===== config.mk =====
export PLATFORM = sky130hd
export DESIGN_NAME = ddc_ci_vcp_i2c_master
export DESIGN_NICKNAME = d
export VERILOG_FILES = /design/src/hdl/ddc_pkg.sv /design/src/hdl/ddc_cfg_regs.sv /design/src/hdl/ddc_engine.sv /design/src/hdl/ddc_ci_vcp_i2c_master.sv
export VERILOG_INCLUDE_DIRS = /design/src /design/src/hdl
export SDC_FILE = /design/constraint.sdc
export NUM_CORES = 1
export LEC_CHECK = 0
export ABC_CLOCK_PERIOD_IN_PS = 6900
export CAP_MARGIN = 30
export CORE_ASPECT_RATIO = 0.5
export CORE_UTILIZATION = 44
export DETAILED_ROUTE_END_ITERATION = 7
export DONT_BUFFER_PORTS = 1
export PLACE_DENSITY = 0.7
export REMOVE_ABC_BUFFERS = 1
export SYNTH_ARGS = -nofsm -noshare
export SYNTH_HDL_FRONTEND = slang
export SYNTH_SLANG_ARGS = --single-unit

===== constraint.sdc =====
create_clock -name i_clk -period 6.9 [get_ports i_clk]
set_clock_uncertainty 0.15 [all_clocks]
set_input_delay 1.38 -clock i_clk [delete_from_list [all_inputs] [get_ports i_clk]]
set_output_delay 1.38 -clock i_clk [all_outputs]
set_load 0.005 [all_outputs]

===== src/hdl/ddc_ci_vcp_i2c_master_macros.svh =====
// Assertion macros used by the engine module
`ifndef DDC_CI_VCP_I2C_MASTER_MACROS_SVH
`define DDC_CI_VCP_I2C_MASTER_MACROS_SVH

// Implication checked at every clock edge outside reset
`define DDC_ASSERT_IMP(lbl, clk, rst_n, ante, cons) \
    lbl: assert property (@(posedge clk) disable iff (!rst_n) (ante) |-> (cons)) \
        else $error("assertion failed");

// Implication with the consequent checked in the cycle after the antecedent
`define DDC_ASSERT_NEXT(lbl, clk, rst_n, ante, cons) \
    lbl: assert property (@(posedge clk) disable iff (!rst_n) (ante) |=> (cons)) \
        else $error("assertion failed");

`endif


===== src/hdl/ddc_pkg.sv =====
package ddc_pkg;

    typedef enum logic [3:0] {
        P_IDLE, P_ST_A, P_ST_B, P_ST_C, P_B_LO, P_B_HI, P_SP_A, P_SP_B,
        P_SP_C, P_GAP, P_CL_CHK, P_CL_LO, P_CL_HI
    } t_phase;

    typedef enum logic [3:0] {
        S_NONE, S_SEND, S_RADDR, S_READ, F_SENT, F_NOACK, F_ADDRNACK,
        F_RECVD, F_CLEARED, G_RECV, G_DONE, G_RETRY
    } t_stage;

    typedef enum logic [1:0] {
        ST_OK = 2'd0, ST_NOACK = 2'd1, ST_FAILED = 2'd2, ST_CHKSUM = 2'd3
    } t_status;

    typedef enum logic [1:0] {
        M_TICK = 2'd0, M_GET = 2'd1, M_SET = 2'd2, M_UNUSED = 2'd3
    } t_mode;

    typedef enum logic [1:0] {
        CFG_STRETCH = 2'd0, CFG_GAP = 2'd1, CFG_ATTEMPTS = 2'd2, CFG_NONE = 2'd3
    } t_cfg_idx;

    localparam logic [7:0] ADDR_WR     = 8'h6E;
    localparam logic [7:0] ADDR_RD     = 8'h6F;
    localparam logic [7:0] SRC_HOST    = 8'h51;
    localparam logic [7:0] CHK_SEED    = 8'h50;
    localparam logic [7:0] LEN_MASK    = 8'h7F;
    localparam logic [7:0] OP_GET_RPL  = 8'h02;
    localparam logic [7:0] OP_GET_REQ  = 8'h01;
    localparam logic [7:0] OP_SET_REQ  = 8'h03;
    localparam logic [7:0] LEN_GET_REQ = 8'h82;
    localparam logic [7:0] LEN_SET_REQ = 8'h84;
    localparam logic [7:0] TYPE_MOMENT = 8'h01;
    localparam int unsigned MIN_REPLY  = 11;

    typedef struct packed {
        logic [1:0]  mode;
        logic        scl;
        logic        sda;
        logic [7:0]  code;
        logic [15:0] value;
    } t_tick;

    typedef struct packed {
        logic        mom;
        logic [15:0] maxv;
        logic [15:0] cur;
        logic [1:0]  status;
    } t_result;

    typedef struct packed {
        logic        scl_low;
        logic        sda_low;
        logic        busy;
        logic        done;
        t_result     res;
    } t_out;

endpackage


===== src/hdl/ddc_cfg_regs.sv =====
module ddc_cfg_regs (
    input  logic        i_clk,
    input  logic        i_rst_n,
    input  logic        i_cfg_valid,
    output logic        o_cfg_ready,
    input  logic [1:0]  i_cfg_index,
    input  logic [15:0] i_cfg_data,
    output logic [15:0] o_stretch_limit,
    output logic [15:0] o_gap_ticks,
    output logic [2:0]  o_max_attempts
);
    logic [15:0] r_stretch;
    logic [15:0] r_gap;
    logic [2:0]  r_att;

    assign o_cfg_ready = 1'b1;

    always_ff @(posedge i_clk) begin
        if (!i_rst_n) begin
            r_stretch <= 16'd400;
            r_gap     <= 16'd200;
            r_att     <= 3'd3;
        end else if (i_cfg_valid) begin
            case (ddc_pkg::t_cfg_idx'(i_cfg_index))
                ddc_pkg::CFG_STRETCH:  r_stretch <= i_cfg_data;
                ddc_pkg::CFG_GAP:      r_gap     <= i_cfg_data;
                ddc_pkg::CFG_ATTEMPTS: r_att     <= i_cfg_data[2:0];
                default: ;
            endcase
        end
    end

    assign o_stretch_limit = r_stretch;
    assign o_gap_ticks     = r_gap;
    assign o_max_attempts  = r_att;
endmodule


===== src/hdl/ddc_engine.sv =====
`include "ddc_ci_vcp_i2c_master_macros.svh"
module ddc_engine #(
    parameter int unsigned REPLY_BYTES  = 16,
    parameter int unsigned CLEAR_PULSES = 16
) (
    input  logic             i_clk,
    input  logic             i_rst_n,
    input  logic             i_step,
    input  ddc_pkg::t_tick   i_tick,
    input  logic [15:0]      i_stretch_limit,
    input  logic [15:0]      i_gap_ticks,
    input  logic [2:0]       i_max_attempts,
    output ddc_pkg::t_out    o_out
);
    localparam int unsigned RW = $clog2(REPLY_BYTES);
    localparam int unsigned CW = $clog2(CLEAR_PULSES + 1);

    ddc_pkg::t_phase r_phase, n_phase;
    ddc_pkg::t_stage r_stage, n_stage;
    logic [3:0]  r_bit, n_bit;
    logic [7:0]  r_idx, n_idx;
    logic [7:0]  r_shift, n_shift;
    logic [15:0] r_wait, n_wait;
    logic [2:0]  r_att, n_att;
    logic [7:0]  r_chk, n_chk;
    logic [6:0]  r_rlen, n_rlen;
    logic        r_is_set, n_is_set;
    logic [7:0]  r_code, n_code;
    logic [15:0] r_val, n_val;
    logic [CW-1:0] r_clr, n_clr;
    ddc_pkg::t_result r_res, n_res;
    logic        n_done;
    logic [7:0]  r_store [REPLY_BYTES];
    logic [7:0]  r_len_byte;
    logic        store_we;
    logic [RW-1:0] store_wa;
    logic [7:0]  n_len_byte;

    // per-tick combinational step
    always_comb begin
        logic [7:0] req_len, b, rb, bnew;
        logic last, nack;
        n_phase = r_phase; n_stage = r_stage; n_bit = r_bit; n_idx = r_idx;
        n_shift = r_shift; n_wait = r_wait; n_att = r_att; n_chk = r_chk;
        n_rlen = r_rlen; n_is_set = r_is_set; n_code = r_code; n_val = r_val;
        n_clr = r_clr; n_res = r_res; n_done = 1'b0;
        store_we = 1'b0; store_wa = r_idx[RW-1:0]; n_len_byte = r_len_byte;
        req_len = r_is_set ? 8'd8 : 8'd6;
        last = (r_idx >= 8'd2) && (r_idx == {1'b0, r_len_byte[6:0]} + 8'd2);
        nack = i_tick.sda;
        b = 8'hFF; rb = 8'h00; bnew = 8'h00;
        case (r_phase)
            ddc_pkg::P_IDLE: begin
                if (i_tick.mode == ddc_pkg::M_GET || i_tick.mode == ddc_pkg::M_SET) begin
                    n_is_set = (i_tick.mode == ddc_pkg::M_SET);
                    n_code = i_tick.code; n_val = i_tick.value; n_att = 3'd1;
                    n_stage = ddc_pkg::S_SEND; n_idx = '0; n_chk = '0;
                    n_phase = ddc_pkg::P_ST_A; n_wait = '0;
                end
            end
            ddc_pkg::P_ST_A: begin
                if (i_tick.scl) n_phase = ddc_pkg::P_ST_B;
                else if (r_wait >= i_stretch_limit) begin
                    n_stage = ddc_pkg::F_CLEARED; n_clr = '0; n_phase = ddc_pkg::P_CL_CHK;
                end else n_wait = r_wait + 16'd1;
            end
            ddc_pkg::P_ST_B: n_phase = ddc_pkg::P_ST_C;
            ddc_pkg::P_B_LO: begin n_phase = ddc_pkg::P_B_HI; n_wait = '0; end
            ddc_pkg::P_B_HI: begin
                if (!i_tick.scl) begin
                    if (r_wait >= i_stretch_limit) begin
                        n_stage = ddc_pkg::F_CLEARED; n_clr = '0;
                        n_phase = ddc_pkg::P_CL_CHK;
                    end else n_wait = r_wait + 16'd1;
                end else if (r_bit < 4'd8) begin
                    n_shift = {r_shift[6:0], i_tick.sda};
                    n_bit = r_bit + 4'd1; n_phase = ddc_pkg::P_B_LO;
                end else if (r_stage == ddc_pkg::S_SEND) begin
                    if (nack) begin n_stage = ddc_pkg::F_NOACK; n_phase = ddc_pkg::P_SP_A; end
                    else begin
                        n_idx = r_idx + 8'd1;
                        if (n_idx >= req_len) begin
                            n_stage = ddc_pkg::F_SENT; n_phase = ddc_pkg::P_SP_A;
                        end
                    end
                end else if (r_stage == ddc_pkg::S_RADDR) begin
                    if (nack) begin
                        n_stage = ddc_pkg::F_ADDRNACK; n_phase = ddc_pkg::P_SP_A;
                    end else begin
                        n_stage = ddc_pkg::S_READ; n_idx = '0; n_rlen = '0;
                        n_chk = ddc_pkg::CHK_SEED;
                    end
                end else begin
                    if (r_idx < 8'(REPLY_BYTES)) begin
                        store_we = 1'b1;
                        n_rlen = 7'(r_idx + 8'd1);
                        if (r_idx == 8'd1) n_len_byte = r_shift;
                    end
                    n_chk = r_chk ^ r_shift;
                    if (r_idx != 8'd255) n_idx = r_idx + 8'd1;
                    if (last) begin n_stage = ddc_pkg::F_RECVD; n_phase = ddc_pkg::P_SP_A; end
                end
            end
            ddc_pkg::P_SP_A: begin n_phase = ddc_pkg::P_SP_B; n_wait = '0; end
            ddc_pkg::P_SP_B: begin
                if (i_tick.scl || r_wait >= i_stretch_limit) n_phase = ddc_pkg::P_SP_C;
                else n_wait = r_wait + 16'd1;
            end
            ddc_pkg::P_SP_C: begin
                case (r_stage)
                    ddc_pkg::F_SENT: begin
                        n_stage = r_is_set ? ddc_pkg::G_DONE : ddc_pkg::G_RECV;
                        n_phase = ddc_pkg::P_GAP; n_wait = '0;
                    end
                    ddc_pkg::F_NOACK: begin
                        n_res = '{mom: 1'b0, maxv: '0, cur: '0, status: ddc_pkg::ST_NOACK};
                        n_done = 1'b1;
                    end
                    ddc_pkg::F_ADDRNACK: begin
                        n_stage = ddc_pkg::G_RETRY; n_phase = ddc_pkg::P_GAP; n_wait = '0;
                    end
                    ddc_pkg::F_RECVD: begin
                        if ((r_store[1] & ddc_pkg::LEN_MASK) == 8'd0 ||
                            r_rlen < 7'(ddc_pkg::MIN_REPLY) ||
                            r_store[0] != ddc_pkg::ADDR_WR ||
                            r_store[2] != ddc_pkg::OP_GET_RPL) begin
                            n_stage = ddc_pkg::G_RETRY; n_phase = ddc_pkg::P_GAP; n_wait = '0;
                        end else if (r_store[3] != 8'd0) begin
                            n_res = '{mom: 1'b0, maxv: '0, cur: '0,
                                      status: ddc_pkg::ST_FAILED};
                            n_done = 1'b1;
                        end else if (r_store[4] != r_code) begin
                            n_stage = ddc_pkg::G_RETRY; n_phase = ddc_pkg::P_GAP; n_wait = '0;
                        end else begin
                            n_res.status = (r_chk == 8'd0) ? ddc_pkg::ST_OK
                                                           : ddc_pkg::ST_CHKSUM;
                            n_res.cur  = {r_store[8], r_store[9]};
                            n_res.maxv = {r_store[6], r_store[7]};
                            n_res.mom  = (r_store[5] == ddc_pkg::TYPE_MOMENT);
                            n_done = 1'b1;
                        end
                    end
                    default: begin
                        if (r_is_set) begin
                            n_res = '{mom: 1'b0, maxv: '0, cur: '0,
                                      status: ddc_pkg::ST_FAILED};
                            n_done = 1'b1;
                        end else begin
                            n_stage = ddc_pkg::G_RETRY; n_phase = ddc_pkg::P_GAP;
                            n_wait = '0;
                        end
                    end
                endcase
            end
            ddc_pkg::P_GAP: begin
                if (r_wait < i_gap_ticks) n_wait = r_wait + 16'd1;
                else if (r_stage == ddc_pkg::G_RECV) begin
                    n_stage = ddc_pkg::S_RADDR; n_idx = '0; n_chk = '0;
                    n_phase = ddc_pkg::P_ST_A; n_wait = '0;
                end else if (r_stage == ddc_pkg::G_DONE) begin
                    n_res = '{mom: 1'b0, maxv: '0, cur: '0, status: ddc_pkg::ST_OK};
                    n_done = 1'b1;
                end else if (r_att >= i_max_attempts) begin
                    n_res = '{mom: 1'b0, maxv: '0, cur: '0, status: ddc_pkg::ST_FAILED};
                    n_done = 1'b1;
                end else begin
                    n_att = r_att + 3'd1;
                    n_stage = ddc_pkg::S_SEND; n_idx = '0; n_chk = '0;
                    n_phase = ddc_pkg::P_ST_A; n_wait = '0;
                end
            end
            ddc_pkg::P_CL_LO: begin n_phase = ddc_pkg::P_CL_HI; n_wait = '0; end
            ddc_pkg::P_CL_HI: begin
                if (!i_tick.scl) begin
                    if (r_wait >= i_stretch_limit) begin
                        n_stage = ddc_pkg::F_CLEARED; n_phase = ddc_pkg::P_SP_A;
                    end else n_wait = r_wait + 16'd1;
                end
            end
            default: ;
        endcase
        // bus-clear pulse check, shared by both entry phases
        if (r_phase == ddc_pkg::P_CL_CHK ||
            (r_phase == ddc_pkg::P_CL_HI && i_tick.scl)) begin
            if (i_tick.sda || r_clr >= CW'(CLEAR_PULSES)) begin
                n_stage = ddc_pkg::F_CLEARED; n_phase = ddc_pkg::P_SP_A;
            end else begin
                n_clr = r_clr + CW'(1); n_phase = ddc_pkg::P_CL_LO;
            end
        end
        // byte load, from start or after a byte that continues
        if (r_phase == ddc_pkg::P_ST_C ||
            (r_phase == ddc_pkg::P_B_HI && i_tick.scl && r_bit >= 4'd8 &&
             n_phase == ddc_pkg::P_B_HI)) begin
            case (n_idx)
                8'd0: rb = ddc_pkg::ADDR_WR;
                8'd1: rb = ddc_pkg::SRC_HOST;
                8'd2: rb = r_is_set ? ddc_pkg::LEN_SET_REQ : ddc_pkg::LEN_GET_REQ;
                8'd3: rb = r_is_set ? ddc_pkg::OP_SET_REQ : ddc_pkg::OP_GET_REQ;
                8'd4: rb = r_code;
                8'd5: rb = r_val[15:8];
                default: rb = r_val[7:0];
            endcase
            if (n_stage == ddc_pkg::S_SEND) begin
                b = ((n_idx + 8'd1) >= req_len) ? n_chk : rb;
                n_chk = n_chk ^ b;
            end else if (n_stage == ddc_pkg::S_RADDR) b = ddc_pkg::ADDR_RD;
            bnew = b;
            n_shift = bnew; n_bit = '0; n_phase = ddc_pkg::P_B_LO;
        end
        if (n_done) begin n_phase = ddc_pkg::P_IDLE; n_stage = ddc_pkg::S_NONE; end
    end

    always_ff @(posedge i_clk) begin
        if (!i_rst_n) begin
            r_phase <= ddc_pkg::P_IDLE; r_stage <= ddc_pkg::S_NONE;
            r_bit <= '0; r_idx <= '0; r_shift <= '0; r_wait <= '0; r_att <= '0;
            r_chk <= '0; r_rlen <= '0; r_is_set <= 1'b0; r_code <= '0; r_val <= '0;
            r_clr <= '0; r_res <= '0; r_len_byte <= '0;
            o_out <= '0;
        end else if (i_step) begin
            r_phase <= n_phase; r_stage <= n_stage; r_bit <= n_bit; r_idx <= n_idx;
            r_shift <= n_shift; r_wait <= n_wait; r_att <= n_att; r_chk <= n_chk;
            r_rlen <= n_rlen; r_is_set <= n_is_set; r_code <= n_code; r_val <= n_val;
            r_clr <= n_clr; r_res <= n_res; r_len_byte <= n_len_byte;
            o_out.scl_low <= (n_phase == ddc_pkg::P_ST_C || n_phase == ddc_pkg::P_SP_A ||
                              n_phase == ddc_pkg::P_CL_LO || n_phase == ddc_pkg::P_B_LO);
            o_out.sda_low <= (n_phase == ddc_pkg::P_ST_B || n_phase == ddc_pkg::P_SP_B ||
                              n_phase == ddc_pkg::P_ST_C || n_phase == ddc_pkg::P_SP_A) ||
                             ((n_phase == ddc_pkg::P_B_LO || n_phase == ddc_pkg::P_B_HI) &&
                              ((n_bit < 4'd8) ? !n_shift[7] :
                               (n_stage == ddc_pkg::S_READ &&
                                !((n_idx >= 8'd2) &&
                                  (n_idx == {1'b0, n_len_byte[6:0]} + 8'd2)))));
            o_out.busy <= (n_phase != ddc_pkg::P_IDLE);
            o_out.done <= n_done;
            o_out.res  <= n_res;
        end
    end

    always_ff @(posedge i_clk) begin
        if (i_step && store_we) r_store[store_wa] <= r_shift;
    end

    `DDC_ASSERT_NEXT(a_done_idle, i_clk, i_rst_n, i_step && n_done,
                     !o_out.busy && r_phase == ddc_pkg::P_IDLE)
    `DDC_ASSERT_IMP(a_done_not_busy, i_clk, i_rst_n, o_out.done, !o_out.busy)
    `DDC_ASSERT_IMP(a_bit_range, i_clk, i_rst_n, 1'b1, r_bit <= 4'd8)
endmodule


===== src/hdl/ddc_ci_vcp_i2c_master.sv =====
// One result per tick, registered when the tick is accepted.
// Throughput: one tick per cycle while the output is taken; a new transaction enters
// only when the result register is empty or is taken in the same cycle.
// Reset (i_rst_n low, synchronous) returns to idle with config at 400/200/3.
module ddc_ci_vcp_i2c_master #(
    parameter int unsigned REPLY_BYTES  = 16,
    parameter int unsigned CLEAR_PULSES = 16
) (
    input  logic        i_clk,
    input  logic        i_rst_n,
    input  logic        s_axis_tvalid,
    output logic        s_axis_tready,
    // mode[1:0], scl_in, sda_in, vcp_code[7:0], set_value[15:0]
    input  logic [31:0] s_axis_tdata,
    output logic        m_axis_tvalid,
    input  logic        m_axis_tready,
    // scl_drive_low, sda_drive_low, busy_res, done_res, status[1:0],
    // current_value[15:0], maximum_value[15:0], momentary
    output logic [39:0] m_axis_tdata,
    input  logic        i_cfg_valid,
    output logic        o_cfg_ready,
    input  logic [1:0]  i_cfg_index,
    input  logic [15:0] i_cfg_data
);
    logic [15:0] stretch_limit, gap_ticks;
    logic [2:0]  max_attempts;
    logic        step;
    logic        r_valid;
    ddc_pkg::t_tick tick;
    ddc_pkg::t_out  eout;

    ddc_cfg_regs u_cfg (
        .i_clk, .i_rst_n, .i_cfg_valid, .o_cfg_ready, .i_cfg_index, .i_cfg_data,
        .o_stretch_limit(stretch_limit), .o_gap_ticks(gap_ticks),
        .o_max_attempts(max_attempts)
    );

    assign tick.mode  = s_axis_tdata[1:0];
    assign tick.scl   = s_axis_tdata[2];
    assign tick.sda   = s_axis_tdata[3];
    assign tick.code  = s_axis_tdata[11:4];
    assign tick.value = s_axis_tdata[27:12];

    assign s_axis_tready = !r_valid || m_axis_tready;
    assign step = s_axis_tvalid && s_axis_tready;

    ddc_engine #(.REPLY_BYTES(REPLY_BYTES), .CLEAR_PULSES(CLEAR_PULSES)) u_eng (
        .i_clk, .i_rst_n, .i_step(step), .i_tick(tick),
        .i_stretch_limit(stretch_limit), .i_gap_ticks(gap_ticks),
        .i_max_attempts(max_attempts), .o_out(eout)
    );

    always_ff @(posedge i_clk) begin
        if (!i_rst_n) r_valid <= 1'b0;
        else if (s_axis_tready) r_valid <= s_axis_tvalid;
    end

    assign m_axis_tvalid = r_valid;
    assign m_axis_tdata = {1'b0, eout.res.mom, eout.res.maxv, eout.res.cur,
                           eout.res.status, eout.done, eout.busy, eout.sda_low,
                           eout.scl_low};
endmodule

==> Yosys cells after proc, flatten, opt, wreduce, memory -nomap -nowiden <==
Memory sizes are Yosys's and may differ from the RTL's.
Index checks and enable logic that the tools add are counted.
{ "totals": {"register_bits": 174, "mem_bits_rw": 128, "inputBits": 55, "output_inout_bits": 43, "n_memories": 1} }
{ "memory_table": {"columns": ["name", "depth", "width", "rd", "rd_clocked_by_memory_dff", "write_ports", "line", "rtl"], "rows": [
  ["u_eng.r_store", 16, 8, 10, 0, 1, "ddc_engine.sv:33", "logic [7:0] r_store [REPLY_BYTES];"]
]} }
{ "classes": {"addsub": 8, "n_lt_le_gt_ge": 13, "eq_ne": 68, "n_mux": 160, "n_bitwise": 4, "n_reduce_logical": 58} }
{ "op_table": {"columns": ["cell", "count"], "rows": [
  ["35-bit 2-to-1 mux", 8],
  ["8-bit 2-to-1 mux", 32],
  ["4-bit 2-to-1 mux", 52],
  ["16-bit 2-to-1 mux", 12],
  ["35-bit one-hot mux with 3 select lines", 1],
  ["16-bit one-hot mux with 6 select lines", 1],
  ["7-bit 2-to-1 mux", 10],
  ["35-bit one-hot mux with 2 select lines", 1],
  ["4-bit by 3-bit equality test with 1-bit output, second input constant", 13],
  ["16-bit one-hot mux with 3 select lines", 1],
  ["8-bit one-hot mux with 3 select lines", 2],
  ["8-bit one-hot mux with 6 select lines", 1],
  ["4-bit one-hot mux with 11 select lines", 1],
  ["4-bit equality test, second input constant", 8],
  ["4-bit by 2-bit equality test with 1-bit output, second input constant", 7],
  ["5-bit 2-to-1 mux", 5],
  ["8-bit by 1-bit equality test with 1-bit output, second input constant", 3],
  ["8-bit zero test", 3],
  ["3-bit 2-to-1 mux", 7],
  ["2-bit != test, second input constant", 10],
  ["4-bit one-hot mux with 5 select lines", 1],
  ["1-bit logical OR", 17],
  ["1-bit 2-to-1 mux", 17],
  ["16-bit by 1-bit adder with 16-bit output, second input constant", 1],
  ["other kinds (56)", 97]
]} }

==> Depth between registers and ports, before layout <==
Gate-level depths: netlist of run 1.
{ "depth": {"depth_word": 21, "ltp_mapped": 22, "depth_no_buf": 19} }

==> Cells and area by module <==
From an unflattened synthesis of run 1, not the netlist that was laid out.
{ "unflattened": {"hier_cells": 1591, "area_unflattened_um2": 14002.2} }
{ "by_module_without_submodules": {"columns": ["module", "instances", "cells_per_inst", "area_per_inst_um2", "seq_area_each_um2"], "rows": [
  ["ddc_engine", 1, 1440, 12500.7, 5134.9],
  ["ddc_cfg_regs", 1, 144, 1432.6, 700.7],
  ["ddc_ci_vcp_i2c_master", 1, 7, 68.8, 20.0]
]} }

==> Worst setup path before layout of run 1 <==
No wires, ideal clock.
{ "synth_path": {"kind": "input to register", "startpoint": "input port s_axis_tdata[0]", "endpoint": "register u_eng.r_chk[3]", "setup_ps": 66, "t_arrival_ps": 5268, "required_time_ps": 6684, "path_slack_ps": 1416, "path_stages": 22, "path_buffers": 3, "cell_sequence": "inv_1 ha_1 clkbuf_1 nor3_1 o21ai_1 a21oi_1 nand3_1 or2_1 buf_4 a21oi_1 inv_1 ha_1 xnor2_1 ha_1 a21o_1 a21oi_1 o21ai_0 a221oi_4 buf_6 nand2_2 o31a_1 a21oi_2"} }
{ "synth_via": {"elab_chain_cells": 11} }
{ "synth_lines": {"columns": ["item", "line", "rtl"], "rows": [
  ["start: declaration", "ddc_ci_vcp_i2c_master.sv:14", "input logic [31:0] s_axis_tdata,"],
  ["2-bit by 1-bit equality test with 1-bit output / 2-bit equality test (equally long branches)", "ddc_engine.sv:54", "if (i_tick.mode == ddc_pkg::M_GET || i_tick.mode == ddc_pkg::M_SET) begin"],
  ["1-bit logical OR (*)", "ddc_engine.sv:54", null],
  ["8-bit 2-to-1 mux (*)", "ddc_engine.sv:54", null],
  ["8-bit one-hot mux with 3 select lines (*)", "ddc_engine.sv:52", "case (r_phase)"],
  ["via u_eng.n_idx[1]", "ddc_engine.sv:21", "logic [7:0] r_idx, n_idx;"],
  ["branches (longest 3 deep; another with 8-bit by 1-bit adder with 8-bit output)", null, null],
  ["8-bit 2-to-1 mux (*)", "ddc_engine.sv:205", "b = ((n_idx + 8'd1) >= req_len) ? n_chk : rb;"],
  ["8-bit XOR (*)", "ddc_engine.sv:206", "n_chk = n_chk ^ b;"],
  ["8-bit 2-to-1 mux (*)", "ddc_engine.sv:204", "if (n_stage == ddc_pkg::S_SEND) begin"],
  ["8-bit 2-to-1 mux (*)", "ddc_engine.sv:192", "if (r_phase == ddc_pkg::P_ST_C ||"],
  ["end signal: assignment", "ddc_engine.sv:223", "r_shift <= n_shift; r_wait <= n_wait; r_att <= n_att; r_chk <= n_chk;"],
  ["end: declaration", "ddc_engine.sv:25", "logic [7:0] r_chk, n_chk;"]
]} }
Mark *: on every way through the listed nets, which the timed path passes. The select of a mux whose other input is x is not followed.
A chain may end at the register's enable or synchronous reset.

==> Worst setup path after layout of run 1 <==
Same ends and word-level chain as after synthesis.

==> results of run 1 <==
==> critical path: stages <==
cell and delay (ns):
inv_1 0.02, ha_1 0.42, nor3_1 0.29, o21ai_1 0.13, a21oi_1 0.15, nand3_1 0.28
or2_1 0.50, a21oi_1 0.50, inv_1 0.13, ha_1 0.29, xnor2_1 0.20, ha_1 0.26
a21o_1 0.17, a21oi_1 0.16, o21ai_0 0.16, a221oi_4 0.45, buf_4 0.29, nand2_2 0.06
o31a_1 0.32, a21oi_2 0.11
==> logic make-up (layout without fill, tap and decap cells) <==
| kind of cell | count (synthesis) | after routing | synth area share [%] |
|---|---|---|---|
| buffers and inverters | 183 | 145 | 5.42 |
| multiplexers | 23 | 23 | 1.67 |
| adder cells (fa/ha/maj) | 57 | 57 | 5.15 |
| XOR/XNOR | 52 | 52 | 3.29 |
| AND/OR/NAND/NOR | 601 | 601 | 20.8 |
| AO/OA/AOI/OAI | 450 | 450 | 21.3 |
| other | 2 | 2 | 0.0543 |
| flip-flops | 253 | 253 | 42.3 |
==> state kept, by name, indices dropped and copies added, names as in the netlist, 5 cells and up <==
| signal | count |
|---|---|
| u_eng.r_rlen | 7 |
| u_eng.r_code | 8 |
| u_eng.r_res | 35 |
| u_eng.r_len_byte | 7 |
| u_eng.r_clr | 5 |
| u_eng.r_wait | 16 |
| u_eng.r_store | 79 |
| u_eng.r_val | 16 |
| u_eng.r_shift | 8 |
| u_cfg.o_gap_ticks | 16 |
| u_eng.r_chk | 8 |
| u_eng.r_idx | 8 |
| u_cfg.o_stretch_limit | 16 |
==> power breakdown <==
group / internal [mW] / leakage, nW / switching (mW)
logic: 0.132 / 2.75 / 0.227
clock network: 0.703 / 0.370 / 0.573
registers: 1.56 / 2.17 / 0.0375
==> path summary, 6_finish.rpt <==
check	endpoint	cells after the start
max	u_eng.r_chk[3]$_SDFFE_PN0P_	20
min reg2reg	u_eng.r_val[11]$_SDFFE_PN0P_	2
min	u_eng.r_val[11]$_SDFFE_PN0P_	2
max reg2reg	u_eng.r_chk[3]$_SDFFE_PN0P_	20
==> stage by stage <==
step | cells | power (mW) | worst slack, ns
final | 2006 | 3.23 | 0.945
after global routing | 2006 | 3.35 | 0.677
after CTS | 2005 | 3.25 | 1.05
after detailed placement | 1962 | 1.98 | 0.522
after global placement | 1959 | 1.97 | 0.701
after floorplan | 1517 | 1.87 | 1.24
==> cell type report <==
| cell class | count | area [um^2] | share of cell area (%) |
|---|---|---|---|
| inverter | 79 | 299 | 2.00 |
| clock buffer | 37 | 702 | 4.71 |
| sequential | 253 | 5860 | 39.3 |
| tap | 423 | 529 | 3.55 |
| timing repair buffer | 23 | 236 | 1.59 |
| clock inverter | 6 | 45.0 | 0.302 |
| multi-input combinational | 1185 | 7250 | 48.6 |
==> per-layer routing <==
layer	up-vias	part of all wire, %
met2	395	44
met5	-	0
li1	5702	-
met3	69	7.6
met1	5562	46
met4	0	2.6
==> placed cells by master (no fill, tap or decap), drive strengths merged, types with 28 or more instances in the layout <==
master | synthesis | final
o21ai | 72 | 72
a21oi | 185 | 185
ha | 57 | 57
inv | 79 | 80
clkbuf | 69 | 37
nand2 | 237 | 237
nor2 | 113 | 113
nor3 | 28 | 28
xnor2 | 36 | 36
edfxtp | 79 | 79
nand3 | 71 | 71
dfxtp | 174 | 174
==> results.json, run 1 <==
{
  "finalCritPeriodShare_pct": 86.3,
  "critPathLaunchType": "input port",
  "grt_pass1_vias": 10800,
  "numPortBuffers": 0,
  "drive_above_1_share_pct": 6.44,
  "die_h_um": 127,
  "hold_viol_final": 0,
  "clkLatencyLatePin_ns": 0.54,
  "numClockSinks": 253,
  "outcome": "finished, final reports clean",
  "setup_viol": 0,
  "grt_util_all_layers_pct": 22.7,
  "root_buffer": "clkbuf_16",
  "ctsResizeCount": 0,
  "cp.arrival_ns": 6.29,
  "ios": 98,
  "die_w_um": 253,
  "dp_hpwl_mm": 25.1,
  "grt_start_max_net_pins": 82,
  "ys_warn_count": 0,
  "tritoncts": "yes",
  "syn_area_mm2": 0.0138,
  "r2r_slack_ns": 1.19,
  "power.leakage_nw": 5.29,
  "wire_per_inst_um": 18.2,
  "antenna_found_initial": 0,
  "postPlaceCellArea_mm2": 0.0141,
  "design.core.area_mm2": 0.0306,
  "met1_usage_pct": 31.8,
  "syn_to_final_growth_pct": 7.76,
  "num_vias": 11700,
  "end_kind": "register",
  "path_class": "input port to register",
  "postCtsSetupRepairBufs": 0,
  "grt.overflow.total": 0,
  "period_minus_slack_ns": 5.96,
  "netlist_top_cells_count": "236 x nand2_1, 182 x a21oi_1, 174 x dfxtp_1",
  "grt_first_pass_wirelength_mm": 58.4,
  "num-fill-cells": 2960,
  "synth_top_area_share_pct": 25.2,
  "hold_slack_ns": 0.298,
  "maxCapViolations": 0,
  "antenna_left": 0,
  "drc": 0,
  "fin_nets": 1678,
  "ys_seq_elements": 253,
  "synth.area.top_cells": "dfxtp_1 25%, edfxtp_1 17%, a21oi_1 6.6%",
  "final_cell_area_mm2": 0.0149,
  "slew-limit-headroom_pct": 28.4,
  "tightest_slew_ns": 1.05,
  "synth_edf_count": 79,
  "seq_area_frac_synth_pct": 42.3,
  "min-delay-start": "u_eng.r_val[11]$_SDFFE_PN0P_",
  "rsz0062_at_grt": "no",
  "post-route-util_pct": 48.7,
  "htreeDepth": 1,
  "path_max_fanout": 14,
  "critPathLaunch": "s_axis_tdata[0]",
  "cts_buffer_depth": 3,
  "ys.flop_type": "dfxtp_1",
  "grt_util_met3_pct": 5.26,
  "worstPathRequired_ns": 7.23,
  "rows": 45,
  "powerDensity_mw_per_mm2": 216,
  "n_antenna_cell": 0,
  "max_freq_mhz": 168,
  "wl_mm": 36.6,
  "place.gp.congestion": 0.929,
  "rr_startpoint": "u_eng.r_att[0]$_SDFFE_PN0P_",
  "yosysTopAreaCell": "dfxtp_1",
  "final-max-slew-violation-count": 0,
  "holdCritPathClass": "register to register",
  "avgSynthCellArea_um2": 8.54,
  "met2_usage_pct": 35.0,
  "start_util_pct": 45.2,
  "dieArea_mm2": 0.0322,
  "synth.distinct_cells": 97,
  "cts_buffers": 24,
  "ys_async_sr_fraction_pct": 0,
  "drt-pass1-iter-count": 5,
  "tns_ns": 0,
  "synth.most_common_cell": "nand2_1",
  "cts-hold-fix-buffers": 0,
  "clk_pin_slew_ns": 0.06,
  "syn-instance-count": 1621,
  "busiest_layer": "met2",
  "via_per_inst": 5.85,
  "drtIter0Drc": 1062,
  "irDropWorstVdd_mv": 0.181
}
Note: power is estimated with default switching activity, not from simulation.
==> run 2: changes to the inputs <==
- CORE_ASPECT_RATIO: 0.5 -> 1.25
==> results.json, run 2 (synthesized netlist as in run 1, its figures left out) <==
{
  "design.core.area_mm2": 0.0310,
  "finalWorstSetupSlack_ns": 1.19,
  "wire_per_inst_um": 19.1,
  "via_per_inst": 5.99,
  "dp_hpwl_mm": 27.1,
  "ios": 98,
  "critPathMaxStageDelay_ns": 0.53,
  "r2r-end": "u_eng.o_out[37]$_SDFFE_PN0P_",
  "setup_viol": 0,
  "maxCapViolations": 0,
  "p_comb_share_pct": 11.0,
  "biggestRegsByFlops": "u_eng.r_store (79), u_eng.r_res (35)",
  "rsz0062_at_grt": "no",
  "cts-hold-fix-buffers": 0,
  "die_h_um": 200,
  "critPathLaunch": "s_axis_tdata[0]",
  "drt-pass1-iter-count": 6,
  "min_to": "u_cfg.o_stretch_limit[11]$_SDFFE_PN0P_",
  "grt_util_all_layers_pct": 23.6,
  "postCtsSetupRepairBufs": 0,
  "layout_commonest_cell": "nand2_1",
  "cp_num_buf_inv": 3,
  "p_switching_mw": 0.891,
  "holdCritPathClass": "register to register",
  "tns_ns": 0,
  "p_int_mw": 2.54,
  "grt.overflow.total": 0,
  "fin_nets": 1692,
  "finalCritPeriodShare_pct": 82.8,
  "start_util_pct": 44.7,
  "period_minus_slack_ns": 5.71,
  "outcome": "finished, final reports clean",
  "n_antenna_cell": 0,
  "cts_buffers": 27,
  "path_class": "input port to register",
  "cts_buffer_depth": 3,
  "grt_start_max_net_pins": 56,
  "root_buffer": "clkbuf_16",
  "worstPathRequired_ns": 7.19,
  "cp.arrival_ns": 6.00,
  "num_vias": 12000,
  "netSwitchingFraction_pct": 26.0,
  "tightest_slew_ns": 1.04,
  "htreeDepth": 1,
  "drc": 0,
  "r2r_cells": 20,
  "numPortBuffers": 0,
  "wl_mm": 38.3,
  "clockPowerShare_pct": 42.8,
  "max_freq_mhz": 175,
  "post-route-util_pct": 48.8,
  "final-max-slew-violation-count": 0,
  "antenna_found_initial": 0,
  "path_max_fanout": 22,
  "numClockSinks": 253,
  "rr_startpoint": "u_cfg.o_gap_ticks[15]$_SDFFE_PN0P_",
  "hold_viol_final": 0,
  "clk_pin_slew_ns": 0.07,
  "r2r_slack_ns": 1.38,
  "most-common-layout-cells": "236 x nand2_1, 182 x a21oi_1, 174 x dfxtp_1",
  "place.gp.congestion": 0.973,
  "top_register": "u_eng.r_store",
  "grt_first_pass_wirelength_mm": 61.6,
  "largest_reg_flops": 79,
  "syn_to_final_growth_pct": 9.20,
  "end_kind": "register",
  "dieArea_mm2": 0.0322,
  "slew-limit-headroom_pct": 28.7,
  "grt_pass1_vias": 11900,
  "final_cell_area_mm2": 0.0151,
  "clkLatencyLatePin_ns": 0.57,
  "die_w_um": 161,
  "hold_slack_ns": 0.304,
  "power.leakage_nw": 5.41,
  "ctsResizeCount": 0,
  "drtIter0Drc": 973,
  "postPlaceCellArea_mm2": 0.0142,
  "crit_family": "compound AO/OA/AOI/OAI gates",
  "drive_above_1_share_pct": 7.43,
  "tritoncts": "yes",
  "crit_slowest_cell": "or2_1",
  "powerDensity_mw_per_mm2": 227,
  "rows": 72,
  "critPathLaunchType": "input port",
  "min-delay-start": "u_cfg.o_stretch_limit[11]$_SDFFE_PN0P_",
  "pwr-share-seq_pct": 46.3,
  "crit_chain": "inv_1 -> ha_1 -> nor3_1 -> o21ai_1 -> a21oi_1 -> nand3_1 -> or2_1 -> a21oi_1 -> inv_1 -> ha_1 -> xnor2_1 -> ha_1 -> a21o_1 -> a21oi_1 -> o21ai_0 -> a221oi_4 -> buf_4 -> mux2i_1 -> a21o_1 -> a31oi_1",
  "hold_depth": 2,
  "irDropWorstVdd_mv": 0.183,
  "post-place-ws_ns": 0.762,
  "antenna_left": 0
}
-- run 2: changes by cell type in the layout (fill, tap and decap cells not counted), sizes merged --
cell / change
buf: +11
clkinv: +4
clkbuf: -3
bufinv: +2
clkinvlp: +2
inv: +2
-- run 2: power by group through the flow --
stage / clock network (mW) / logic (mW) / registers [mW]
3_3_place_gp: 0 / 0.359 / 1.62
2_1_floorplan: 0 / 0.256 / 1.62
3_5_place_dp: 0 / 0.370 / 1.62
6_report: 1.47 / 0.377 / 1.59
5_1_grt: 1.57 / 0.413 / 1.59
4_1_cts: 1.50 / 0.372 / 1.59
-- run 2: metrics by stage --
stage,total power [mW],std cells
after floorplan,1.87,1517
after global placement,1.98,1955
after detailed placement,1.99,1958
after CTS,3.45,2008
after global routing,3.57,2008
final,3.43,2008
-- run 2: how the worst max path moves through the flow --
stage                              endpoint  slack [ns]  depth (start not counted)
2_1_floorplan  u_eng.o_out[37]$_SDFFE_PN0P_        1.24                         19
3_3_place_gp   u_eng.o_out[37]$_SDFFE_PN0P_        0.95                         20
3_5_place_dp   u_eng.o_out[37]$_SDFFE_PN0P_        0.76                         20
4_1_cts        u_eng.o_out[37]$_SDFFE_PN0P_        1.32                         20
5_1_grt        u_eng.o_out[37]$_SDFFE_PN0P_        0.91                         20
6_report       u_eng.o_out[37]$_SDFFE_PN0P_        1.19                         20
-- run 2: area by class of cell --
class	count	area [um^2]
Timing Repair Buffer	34	287
Fill cell	2928	15900
Clock inverter	16	165
Sequential cell	253	5860
Inverter	79	299
Multi-Input combinational cell	1185	7260
Tap cell	407	509
Clock buffer	34	743
-- run 2: worst register-to-register path, cell delays in order, from the launching register on --
cell and delay (ns):
dfxtp_1 0.34, inv_1 0.05, ha_1 0.30, nand4_1 0.22
or3_1 0.50, a2111oi_4 0.31, nor3_1 0.18, or2_1 0.48
a21oi_1 0.49, inv_1 0.14, ha_1 0.30, xnor2_1 0.22
ha_1 0.28, a21o_1 0.17, a21oi_1 0.12, o21ai_0 0.14
a221oi_4 0.21, buf_4 0.31, mux2i_1 0.28, a21o_1 0.14
a31oi_1 0.07
-- run 2: per-layer routing --
layer	share of wire, %	up-vias	track usage (%)
met5	0	-	0
met4	4.3	0	11.7
met3	6.3	102	3.56
met2	50	469	41.5
met1	40	5711	27.7
li1	-	5738	-
==> run 3: changes to the inputs <==
- ABC_AREA: unset -> 1
- ABC_CLOCK_PERIOD_IN_PS: 6900 -> 5500
- clock period: 6.9 -> 5.5 ns (I/O delays scaled with it)
==> results.json, run 3 <==
{
  "setup_viol": 0,
  "period_minus_slack_ns": 4.81,
  "tns_ns": 0,
  "yosysTopAreaCell": "dfxtp_1",
  "start_util_pct": 44.8,
  "seq_area_mm2": 0.00586,
  "synth.most_common_cell": "nand2_1",
  "antenna_found_initial": 0,
  "synth.area.top_cells": "dfxtp_1 25%, edfxtp_1 17%, nand2_1 8.9%",
  "ys_warn_count": 0,
  "r2r_slack_ns": 0.69,
  "die_h_um": 201,
  "drc": 0,
  "powerDensity_mw_per_mm2": 309,
  "dp_hpwl_mm": 25.8,
  "design.core.area_mm2": 0.0310,
  "num_vias": 12000,
  "crit_slowest_cell": "dfxtp_1",
  "drtIter0Drc": 835,
  "drt-pass1-iter-count": 6,
  "path_max_fanout": 16,
  "biggestRegsByFlops": "u_eng.r_store (79), u_eng.r_res (35)",
  "ys.flop_type": "dfxtp_1",
  "hold_slack_ns": 0.298,
  "maxCapViolations": 0,
  "ys_async_sr_fraction_pct": 0,
  "cp.arrival_ns": 5.11,
  "clk_pin_slew_ns": 0.06,
  "ctsResizeCount": 0,
  "most-common-layout-cells": "329 x nand2_1, 194 x a21oi_1, 192 x inv_1",
  "synth_edf_count": 79,
  "end_kind": "register",
  "fin_nets": 1882,
  "crit_family": "simple AND/OR/NAND/NOR gates",
  "power.leakage_nw": 6.20,
  "wire_per_inst_um": 16.3,
  "hold_viol_final": 0,
  "tightest_slew_ns": 0.930,
  "layout_commonest_cell": "nand2_1",
  "syn_to_final_growth_pct": 8.08,
  "cts_buffer_depth": 3,
  "antenna_left": 0,
  "netlist_top_cells_count": "329 x nand2_1, 194 x a21oi_1, 192 x inv_1",
  "seq_area_frac_synth_pct": 42.2,
  "p_total_mw": 4.64,
  "wl_mm": 35.8,
  "tritoncts": "yes",
  "syn-instance-count": 1801,
  "cts-hold-fix-buffers": 0,
  "rsz0062_at_grt": "no",
  "grt_util_all_layers_pct": 22.0,
  "ios": 98,
  "ys_seq_elements": 253,
  "critPathLaunchType": "register",
  "synth_top_area_share_pct": 25.1,
  "synth.distinct_cells": 57,
  "critPathMaxStageDelay_ns": 0.65,
  "syn_area_mm2": 0.0139,
  "finalCritPeriodShare_pct": 87.4,
  "grt_start_max_net_pins": 97,
  "top_register": "u_eng.r_store",
  "outcome": "finished, final reports clean",
  "drive_above_1_share_pct": 8.93,
  "worstPathRequired_ns": 5.80,
  "cts_buffers": 27,
  "postCtsSetupRepairBufs": 0,
  "multiInputGateArea_mm2": 0.00679,
  "via_per_inst": 5.45,
  "holdCritPathClass": "register to register",
  "max_freq_mhz": 208,
  "numPortBuffers": 0,
  "timing.critical_path.mode_cell": "nand2_1",
  "place.gp.congestion": 0.920,
  "avgSynthCellArea_um2": 7.71,
  "dieArea_mm2": 0.0323,
  "n_antenna_cell": 0,
  "rows": 72,
  "irDropWorstVdd_mv": 0.199,
  "final-max-slew-violation-count": 0,
  "slew-limit-headroom_pct": 37.5,
  "root_buffer": "clkbuf_16",
  "num-fill-cells": 3046,
  "grt.overflow.total": 0,
  "die_w_um": 161,
  "post-route-util_pct": 48.4,
  "numClockSinks": 253,
  "htreeDepth": 1,
  "grt_first_pass_wirelength_mm": 57.8,
  "largest_reg_flops": 79,
  "cp_num_buf_inv": 3,
  "path_class": "register to register",
  "clkLatencyLatePin_ns": 0.56,
  "grt_pass1_vias": 11500
}
[run 3: changes by cell type in the layout (fill, tap and decap cells not counted), moves of 22 or more]
cell / change
inv_1: +114
nand2_1: +93
o21ai_0: +76
nand3_1: +42
nor2_1: +39
xnor2_1: -27
a21o_1: -26
inv_2: +24
a31oi_1: -22
[run 3: per-stage QoR]
step / instances / setup WS [ns] / area, um^2
2_1_floorplan: 1728 / 1.07 / 13500
3_5_place_dp: 2148 / 0.565 / 14100
5_1_grt: 2198 / 0.391 / 15000
4_1_cts: 2198 / 0.788 / 15000
6_report: 2198 / 0.692 / 15000
3_3_place_gp: 2146 / 0.661 / 14100
[run 3: power breakdown]
group / leakage, nW / internal, mW / total, mW / switching, mW
registers: 2.17 / 1.98 / 2.06 / 0.0775
logic: 3.59 / 0.245 / 0.762 / 0.517
clock network: 0.436 / 1.05 / 1.82 / 0.773
[run 3: area by class of cell]
| cell class | count | share of cell area (%) |
|---|---|---|
| multi-input combinational | 1255 | 45.2 |
| sequential | 253 | 39.0 |
| inverter | 220 | 5.54 |
| clock buffer | 28 | 4.53 |
| tap | 407 | 3.39 |
| clock inverter | 22 | 1.37 |
| timing repair buffer | 13 | 0.917 |
[run 3: worst min-delay path, cell delays in order (launching register included)]
cell and delay, ns:
dfxtp_1 0.31, inv_1 0.05, a21oi_1 0.05
[run 3: cell families (layout without fill, tap and decap cells)]
family | count (synthesis) | after routing | synth area share, %
xor gates and xnor gates | 41 | 41 | 2.59
adders and majority gates | 57 | 57 | 5.14
buffers and inverters | 293 | 283 | 8.98
AOI/OAI and AO/OA | 409 | 409 | 16.2
other | 2 | 2 | 0.0541
and+or+nand+nor | 745 | 745 | 24.8
muxes | 1 | 1 | 0.0721
DFF | 253 | 253 | 42.2
[run 3: worst paths after layout]
path	from	end	depth (start not counted)
setup / recovery	u_eng.r_idx[1]$_SDFFE_PN0P_	u_eng.o_out[37]$_SDFFE_PN0P_	28
hold / removal	u_eng.r_val[5]$_SDFFE_PN0P_	u_eng.r_val[5]$_SDFFE_PN0P_	2
setup reg to reg	u_eng.r_idx[1]$_SDFFE_PN0P_	u_eng.o_out[37]$_SDFFE_PN0P_	28
hold reg to reg	u_eng.r_val[5]$_SDFFE_PN0P_	u_eng.r_val[5]$_SDFFE_PN0P_	2
[run 3: metal layers]
metal,track usage [%],up-vias,routed length [um]
li1,-,5974,-
met1,26.8,5563,14900
met2,38.9,364,17600
met3,3.00,89,1950
met4,8.69,0,1260
met5,0,-,0
